**config.mk**
```make
export PLATFORM = sky130hd
export DESIGN_NAME = xyc_merge
export DESIGN_NICKNAME = d
export VERILOG_FILES = /design/src/hdl/xyc_pkg.sv /design/src/hdl/xyc_merge.sv
export SDC_FILE = /design/constraint.sdc
export NUM_CORES = 1
export LEC_CHECK = 0
export BUFFER_PORTS_ARGS = -buffer_cell sky130_fd_sc_hd__buf_2
export CORE_AREA = 3 3 177 179
export CTS_BUF_LIST = sky130_fd_sc_hd__clkbuf_4 sky130_fd_sc_hd__clkbuf_8
export DETAILED_ROUTE_END_ITERATION = 12
export DIE_AREA = 0 0 180 182
export PLACE_DENSITY = 0.66
export SYNTH_ARGS = -nofsm -noshare
export SYNTH_HDL_FRONTEND = slang
export SYNTH_SLANG_ARGS = --single-unit
```
**constraint.sdc**
```tcl
create_clock -name clk -period 6.8 [get_ports clk]
set_input_delay 0.68 -clock clk [delete_from_list [all_inputs] [get_ports clk]]
set_output_delay 0.68 -clock clk [all_outputs]
set_load 0.02 [all_outputs]
```
**src/hdl/xyc_pkg.sv**
```systemverilog
package xyc_pkg;

	localparam int SAMPLE_BITS = 32;
	localparam int COEF_FRAC_BITS = 30;
	localparam int COEF_BITS = 32;
	localparam int PROD_W = SAMPLE_BITS + COEF_BITS;
	localparam int XYZ_W = PROD_W + 2;
	localparam int SUM_W = XYZ_W + 2;
	localparam int XMAG_W = XYZ_W;
	localparam int LO_W = 33;
	localparam int HI_W = XMAG_W - LO_W;
	localparam int MICRO2_W = 21;
	localparam int NUM_W = XMAG_W + MICRO2_W + 1;
	localparam int DEN_W = SUM_W;
	localparam int QB = 27;
	localparam int DSH_W = DEN_W + QB;
	localparam int OUT_W = 28;
	localparam int NUM_LANES = 4;
	localparam int LANE_STAGES = 6;
	localparam int DIV_STAGES = QB + 1;
	localparam int PIPE_STAGES = LANE_STAGES + DIV_STAGES;

	localparam logic [MICRO2_W-1:0] MICRO2 = MICRO2_W'(2000000);
	localparam logic [QB-1:0] SAT_LIMIT = QB'(100000000);

	localparam logic [127:0] DEC_SCALE = 128'd10000000000000000000;
	localparam logic [127:0] DEC_HALF = 128'd5000000000000000000;

	// matrix magnitudes scaled by 1e19, row by row
	localparam logic [63:0] MAT_MAG [9] = '{
		64'd9382798492772553800, 64'd44514458123613527, 64'd166275235867761950,
		64'd3373688907878367200, 64'd7295215666902655800, 64'd668904574781026000,
		64'd11739508496858876, 64'd37107064020525725, 64'd10915945063122463000
	};
	localparam logic [8:0] MAT_NEG = 9'b010_100_010;

	function automatic logic signed [COEF_BITS-1:0] coef_val(input int k);
		logic [127:0] n;
		logic [127:0] q;
		logic [COEF_BITS-1:0] mag;
		n = ({64'd0, MAT_MAG[k]} << COEF_FRAC_BITS) + DEC_HALF;
		q = n / DEC_SCALE;
		mag = q[COEF_BITS-1:0];
		return MAT_NEG[k] ? -mag : mag;
	endfunction

	typedef struct packed {
		logic signed [SAMPLE_BITS-1:0] red_probe_r;
		logic signed [SAMPLE_BITS-1:0] red_probe_g;
		logic signed [SAMPLE_BITS-1:0] red_probe_b;
		logic signed [SAMPLE_BITS-1:0] green_probe_r;
		logic signed [SAMPLE_BITS-1:0] green_probe_g;
		logic signed [SAMPLE_BITS-1:0] green_probe_b;
		logic signed [SAMPLE_BITS-1:0] blue_probe_r;
		logic signed [SAMPLE_BITS-1:0] blue_probe_g;
		logic signed [SAMPLE_BITS-1:0] blue_probe_b;
		logic signed [SAMPLE_BITS-1:0] white_probe_r;
		logic signed [SAMPLE_BITS-1:0] white_probe_g;
		logic signed [SAMPLE_BITS-1:0] white_probe_b;
	} probes_t;

	typedef struct packed {
		logic signed [OUT_W-1:0] red_x;
		logic signed [OUT_W-1:0] red_y;
		logic signed [OUT_W-1:0] green_x;
		logic signed [OUT_W-1:0] green_y;
		logic signed [OUT_W-1:0] blue_x;
		logic signed [OUT_W-1:0] blue_y;
		logic signed [OUT_W-1:0] white_x;
		logic signed [OUT_W-1:0] white_y;
		logic result_valid;
		logic white_equal_energy;
	} xy_t;

	typedef struct packed {
		logic signed [OUT_W-1:0] x;
		logic signed [OUT_W-1:0] y;
		logic zero;
	} lane_res_t;

endpackage

```
**src/hdl/xyc_merge.sv**
```systemverilog
module xyc_merge (
	input logic clk,
	input logic arst_n,
	input xyc_pkg::lane_res_t [xyc_pkg::NUM_LANES-1:0] lane_res,
	input logic vld_last,
	input logic xy_ready,
	output logic en,
	output logic xy_valid,
	output xyc_pkg::xy_t xy
);
	import xyc_pkg::*;

	logic out_valid_q;
	xy_t xy_q;
	xy_t nxt;
	logic ok;

	assign en = !(vld_last && out_valid_q && !xy_ready);

	always_comb begin
		ok = 1'b1;
		for (int i = 0; i < NUM_LANES; i++) begin
			ok = ok && !lane_res[i].zero;
		end
		nxt.red_x = ok ? lane_res[0].x : '0;
		nxt.red_y = ok ? lane_res[0].y : '0;
		nxt.green_x = ok ? lane_res[1].x : '0;
		nxt.green_y = ok ? lane_res[1].y : '0;
		nxt.blue_x = ok ? lane_res[2].x : '0;
		nxt.blue_y = ok ? lane_res[2].y : '0;
		nxt.white_x = ok ? lane_res[3].x : '0;
		nxt.white_y = ok ? lane_res[3].y : '0;
		nxt.result_valid = ok;
		nxt.white_equal_energy = ok && (lane_res[3].x == lane_res[3].y);
	end

	always_ff @(posedge clk or negedge arst_n) begin
		if (!arst_n) begin
			out_valid_q <= 1'b0;
		end else if (en) begin
			out_valid_q <= vld_last || (out_valid_q && !xy_ready);
		end
	end

	always_ff @(posedge clk) begin
		if (en && vld_last) begin
			xy_q <= nxt;
		end
	end

	assign xy_valid = out_valid_q;
	assign xy = xy_q;

endmodule

```
==> results of run 1 <==
[power by group through the flow]
stage / Clock (mW) / Sequential (mW) / Combinational, mW
after floorplan: 0 / 1.75 / 0.0609
after global placement: 0 / 1.65 / 0.302
after detailed placement: 0 / 1.65 / 0.303
after CTS: 1.54 / 1.62 / 0.305
after global routing: 1.62 / 1.63 / 0.321
final: 1.49 / 1.62 / 0.297
[stage by stage]
step	utilization	setup WS, ns
final	0.417	4.30
after global routing	0.417	4.00
after CTS	0.417	4.23
after detailed placement	0.384	3.66
after global placement	0.384	3.70
after floorplan	-	0.268
[per-layer routing]
metal / vias to the layer above / wire [µm]
met3: 53 / 2620
li1: 2781 / -
met1: 2754 / 9060
met4: 4 / 763
met5: - / 26
met2: 340 / 12300
[layout by cell type, fill, tap and decap left out]
cell           Yosys  final
buf_2              4    459
edfxtp_1         226    226
and2_1           225    224
clkbuf_8           0     45
xor2_1            19     19
clkbuf_4           0     14
xnor2_1            9      9
bufinv_16          0      6
clkinv_1           0      5
clkinv_2           0      5
nor4_1             4      4
nand4_1            3      3
buf_4              0      3
nand2b_1           2      2
clkinvlp_4         0      2
nor4_4             1      1
nand3_2            1      1
nor3_1             1      1
nor4_2             1      1
nand3b_1           1      1
and2_4             0      1
dlygate4sd3_1      0      1
buf_12             0      1
dfrtp_1            1      1
[final cells by class]
cell class | instances | area [µm²]
fill | 2790 | 17300
sequential | 227 | 6810
timing repair buffer | 464 | 2350
multi-input combinational | 267 | 1770
clock buffer | 59 | 724
tap | 390 | 488
clock inverter | 18 | 239
[Yosys cell counts]
cell type	instances	area share
buf_2	4	0.0023
nand2b_1	2	0.0014
nand3b_1	1	0.00086
nor4_4	1	0.0024
clkbuf_1	7	0.0030
edfxtp_1	226	0.78
xnor2_1	9	0.0091
buf_6	2	0.0026
nor3_1	1	0.00057
and2_1	225	0.16
nor4_1	4	0.0029
nor4_2	1	0.0014
nand3_2	1	0.0012
dfrtp_1	1	0.0029
nand4_1	3	0.0022
xor2_1	19	0.019
clkbuf_2	11	0.0063
[logic make-up (layout without fill, tap and decap cells)]
family,count (synthesis),after routing,share of synthesized area
xor+xnor,28,28,0.0282
buf+inv,24,541,0.0142
flops,227,227,0.783
simple gates,239,239,0.175
[registers in the layout, summed over array words and instances, names as in the netlist]
name and cells:
xy 226, xy_valid 1
[critical path, delay by kind of cell]
family	cells	cell delay [ns]
buffers and inverters	3	1.58
and+or+nand+nor	2	0.50
[worst max path at each step]
stage	from	end	depth (start not counted)
global route	lane_res[57]	xy[115]	5
CTS	lane_res[57]	xy[108]	5
detailed placement	lane_res[57]	xy[179]	5
floorplan	xy_ready	xy[0]	2
finish	lane_res[57]	xy[205]	5
global placement	lane_res[57]	xy[185]	5
==> flow_metrics.env, run 1 <==
export IMPL_rsz0062_at_grt="false"
export IMPL_hold_depth=2
export IMPL_area_delta_synth_final_pct=42.3
export IMPL_p_sw_uw=772
export IMPL_cts_hold_buf=1
export IMPL_wl_per_cell_um=17.4
export IMPL_clock_path_buffers=3
export IMPL_max_clock_freq_ghz=0.400
export IMPL_diodes=0
export IMPL_portBuffers=459
export IMPL_hold_class="in2reg"
export IMPL_synth_nets=750
export IMPL_r2r_end="xy[81]"
export IMPL_drcViolationCount=0
export IMPL_synth_seq_cells=227
export IMPL_overflow=0
export IMPL_ys_types=17
export IMPL_viasPerCell=4.16
export IMPL_crit_fanout=125
export IMPL_whs_endpoint="xy_valid"
export IMPL_crit_type="in2reg"
export IMPL_skew_ns=0.0146
export IMPL_wl_um=24800
export IMPL_netlist_area_um2=8700
export IMPL_hold_ws_ns=0.382
export IMPL_finalNetCount=1234
export IMPL_pwr_density_cell_nw_per_um2=275
export IMPL_post_route_period_util=0.368
export IMPL_h_tree_depth=2
export IMPL_ys_seq_area_frac=0.783
export IMPL_met3_usage=0.0625
export IMPL_path_clk_slew_ns=0.05
export IMPL_cts_tree="done"
export IMPL_core_area_um2=29700
export IMPL_tightest_slew_ns=0.963
export IMPL_die_w_um=180
export IMPL_start_util=0.293
export IMPL_netlist_instances=518
export IMPL_cp_slowest_stage_delay_ns=0.83
export IMPL_r2r_slack_ns=4.78
export IMPL_avgSynthCellArea_um2=16.8
export IMPL_met2_usage=0.247
export IMPL_use_met1=0.158
export IMPL_cts_sinks=227
export IMPL_comb_power_share=0.087
export IMPL_grt_pass1_vias=6225
export IMPL_path_cells="buf_2 > nor4_4 > buf_4 > buf_4 > and2_1"
export IMPL_crit_path_top_delay_cell="buf_4"
export IMPL_min_period_ns=2.50
export IMPL_ant_nets=0
export IMPL_stdcell_area_um2=12400
export IMPL_detailed_place_hpwl_um=18200
export IMPL_r2r_cells=3
export IMPL_cts_made_buffers=42
export IMPL_clockPowerShare=0.436
export IMPL_post_cts_resized=0
export IMPL_cp_common_cell="buf_4"
export IMPL_crit_reg2reg_launch="xy_valid"
export IMPL_io_pins=460
export IMPL_antenna_found_initial=3
export IMPL_required_ns=7.18
export IMPL_seqPwrFrac=0.476
export IMPL_totalPowerFinal_mw=3.41
export IMPL_dp_cells=1347
export IMPL_num_vias=5932
export IMPL_track_usage=0.144
export IMPL_gp_congestion=0.797
export IMPL_post_cts_buffers=0
export IMPL_startpoint_type="primary input"
export IMPL_outcome="finished clean"
export IMPL_drive_gt1_frac=0.521
export IMPL_hold_viol_final=0
export IMPL_power_leakage_nw=5.49
export IMPL_maxSlewViolCount=0
export IMPL_slew_headroom=0.358
export IMPL_drtIter0Drc=214
export IMPL_grt_max_degree=139
export IMPL_intPower_mw=2.64
export IMPL_dieHeight_um=182
export IMPL_top_usage_layer="met2"
export IMPL_rows=63
export IMPL_cts_root_buf="clkbuf_8"
export IMPL_ys_warnings_count=0
export IMPL_clk_latency_ns=0.52
export IMPL_swShare=0.227
export IMPL_max_vdd_ir_drop_uv=146
export IMPL_crit_path_end_kind="flop"
export IMPL_dr_pass1_iters=4
export IMPL_fin_cells=1425
export IMPL_tns_ns=0
export IMPL_cap_violations=0
export IMPL_worstPathArrival_ns=2.88
export IMPL_hp_start="vld_last"
export IMPL_die_area_um2=32800
export IMPL_place_area_um2=11400
export IMPL_setup_viol=0
export IMPL_grt_pass1_wl_um=36300
No activity file was read; power rests on OpenSTA's default activity.
==> inputs of run 2 (changes only) <==
Clock period 6.8 ns to 2.5 ns, I/O delays scaled along.
==> flow_metrics.env, run 2 (synthesized netlist as in run 1, its figures left out) <==
export IMPL_outcome="finished clean"
export IMPL_comb_power_share=0.122
export IMPL_hold_class="in2reg"
export IMPL_seqPwrFrac=0.500
export IMPL_wl_um=27100
export IMPL_overflow=0
export IMPL_layout_commonest_cell="buf_2"
export IMPL_p_sw_mw=2.09
export IMPL_post_cts_buffers=0
export IMPL_fillCellCount=2594
export IMPL_crit_type="reg2reg"
export IMPL_wl_per_cell_um=16.9
export IMPL_dieHeight_um=182
export IMPL_core_area_um2=29700
export IMPL_clk_latency_ns=0.52
export IMPL_setup_viol=0
export IMPL_h_tree_depth=2
export IMPL_dr_pass1_iters=4
export IMPL_ant_nets=0
export IMPL_rows=63
export IMPL_die_w_um=180
export IMPL_start_util=0.293
export IMPL_cts_made_buffers=41
export IMPL_cts_root_buf="clkbuf_8"
export IMPL_crit_path_end_kind="flop"
export IMPL_clockPowerShare=0.379
export IMPL_pwr_density_cell_nw_per_um2=628
export IMPL_io_pins=460
export IMPL_grt_max_degree=120
export IMPL_cts_tree="done"
export IMPL_diodes=0
export IMPL_swShare=0.236
export IMPL_cap_violations=0
export IMPL_grt_pass1_wl_um=41200
export IMPL_startpoint_type="flop"
export IMPL_cts_sinks=227
export IMPL_max_vdd_ir_drop_uv=344
export IMPL_portBuffers=459
export IMPL_area_delta_synth_final_pct=61.5
export IMPL_detailed_place_hpwl_um=18800
export IMPL_hold_viol_final=0
export IMPL_viasPerCell=4.18
export IMPL_drtIter0Drc=235
export IMPL_max_clock_freq_ghz=0.622
export IMPL_post_route_period_util=0.643
export IMPL_intPower_mw=6.75
export IMPL_grt_pass1_vias=7431
export IMPL_min_period_ns=1.61
export IMPL_gp_congestion=0.844
export IMPL_setup_slack_ns=0.892
export IMPL_antenna_found_initial=0
export IMPL_power_leakage_nw=6.18
export IMPL_largest_reg_flops=226
export IMPL_path_clk_slew_ns=0.06
export IMPL_crit_fanout=29
export IMPL_track_usage=0.159
export IMPL_drcViolationCount=0
export IMPL_layout_common_cells="459 x buf_2, 226 x edfxtp_1, 224 x and2_1"
export IMPL_seq_area_um2=6810
export IMPL_num_vias=6684
export IMPL_worstPathArrival_ns=1.82
export IMPL_required_ns=2.71
export IMPL_tightest_slew_ns=0.852
export IMPL_die_area_um2=32800
export IMPL_finalNetCount=1412
export IMPL_slew_headroom=0.427
export IMPL_rsz0062_at_grt="false"
export IMPL_hold_ws_ns=0.0313
export IMPL_clock_path_buffers=3
export IMPL_maxSlewViolCount=0
export IMPL_drive_gt1_frac=0.448
export IMPL_skew_ns=0.00964
export IMPL_place_ws_ns=0.519
export IMPL_multiInputGateArea_um2=1770
[run 2: metrics by stage]
stage / total power [mW] / utilization / instance area (µm²) / setup TNS [ns] / cells
2_1_floorplan: 4.89 / - / 8700 / -18.02 / 518
3_3_place_gp: 5.34 / 0.389 / 11600 / 0 / 1357
3_5_place_dp: 5.35 / 0.389 / 11600 / 0 / 1357
4_1_cts: 8.98 / 0.473 / 14100 / 0 / 1600
5_1_grt: 9.23 / 0.473 / 14100 / 0 / 1600
6_report: 8.83 / 0.473 / 14100 / 0 / 1600
[run 2: cell type report]
| cell class | count | area share |
|---|---|---|
| repair buffers | 643 | 0.298 |
| clock inverters | 17 | 0.00792 |
| flip-flops and latches | 227 | 0.485 |
| multi-input cells | 267 | 0.126 |
| well taps | 390 | 0.0347 |
| clock buffers | 56 | 0.0486 |
[run 2: per-layer routing]
| layer | GRT usage | routed length (µm) | up-vias |
|---|---|---|---|
| met2 | 0.303 | 14600 | 347 |
| met3 | 0.0583 | 2440 | 55 |
| met4 | 0.0514 | 758 | 0 |
| met5 | 0 | 0 | - |
| li1 | - | - | 3138 |
| met1 | 0.161 | 9340 | 3144 |
[run 2: power by group through the flow]
stage / clock network, mW / logic, mW / registers (mW)
after global routing: 3.66 / 1.14 / 4.43
after CTS: 3.49 / 1.08 / 4.41
after floorplan: 0 / 0.167 / 4.72
final: 3.35 / 1.07 / 4.41
after detailed placement: 0 / 0.857 / 4.49
after global placement: 0 / 0.851 / 4.48
[run 2: critical path, cell delays in order, from the launching register on]
cell and delay [ns]:
dfrtp_2 0.40, nand2b_1 0.09, and2_4 0.32, buf_12 0.25, buf_12 0.21
[run 2: path summary, 6_finish.rpt]
path,from,endpoint,slack [ns],depth (start not counted)
setup / recovery,xy_valid,xy[217],0.89,4
max in group asynchronous,arst_n,xy_valid,1.80,3
hold / removal,lane_res[81],xy[137],0.03,2
min in group asynchronous,arst_n,xy_valid,0.58,3
hold reg to reg,xy_valid,xy[74],0.85,2
setup reg to reg,xy_valid,xy[217],0.89,4
[run 2: timing repair]
item	4_1_cts	5_1_grt
resized for setup	0	0
hold endpoints to repair	168	0
hold buffers	170	0
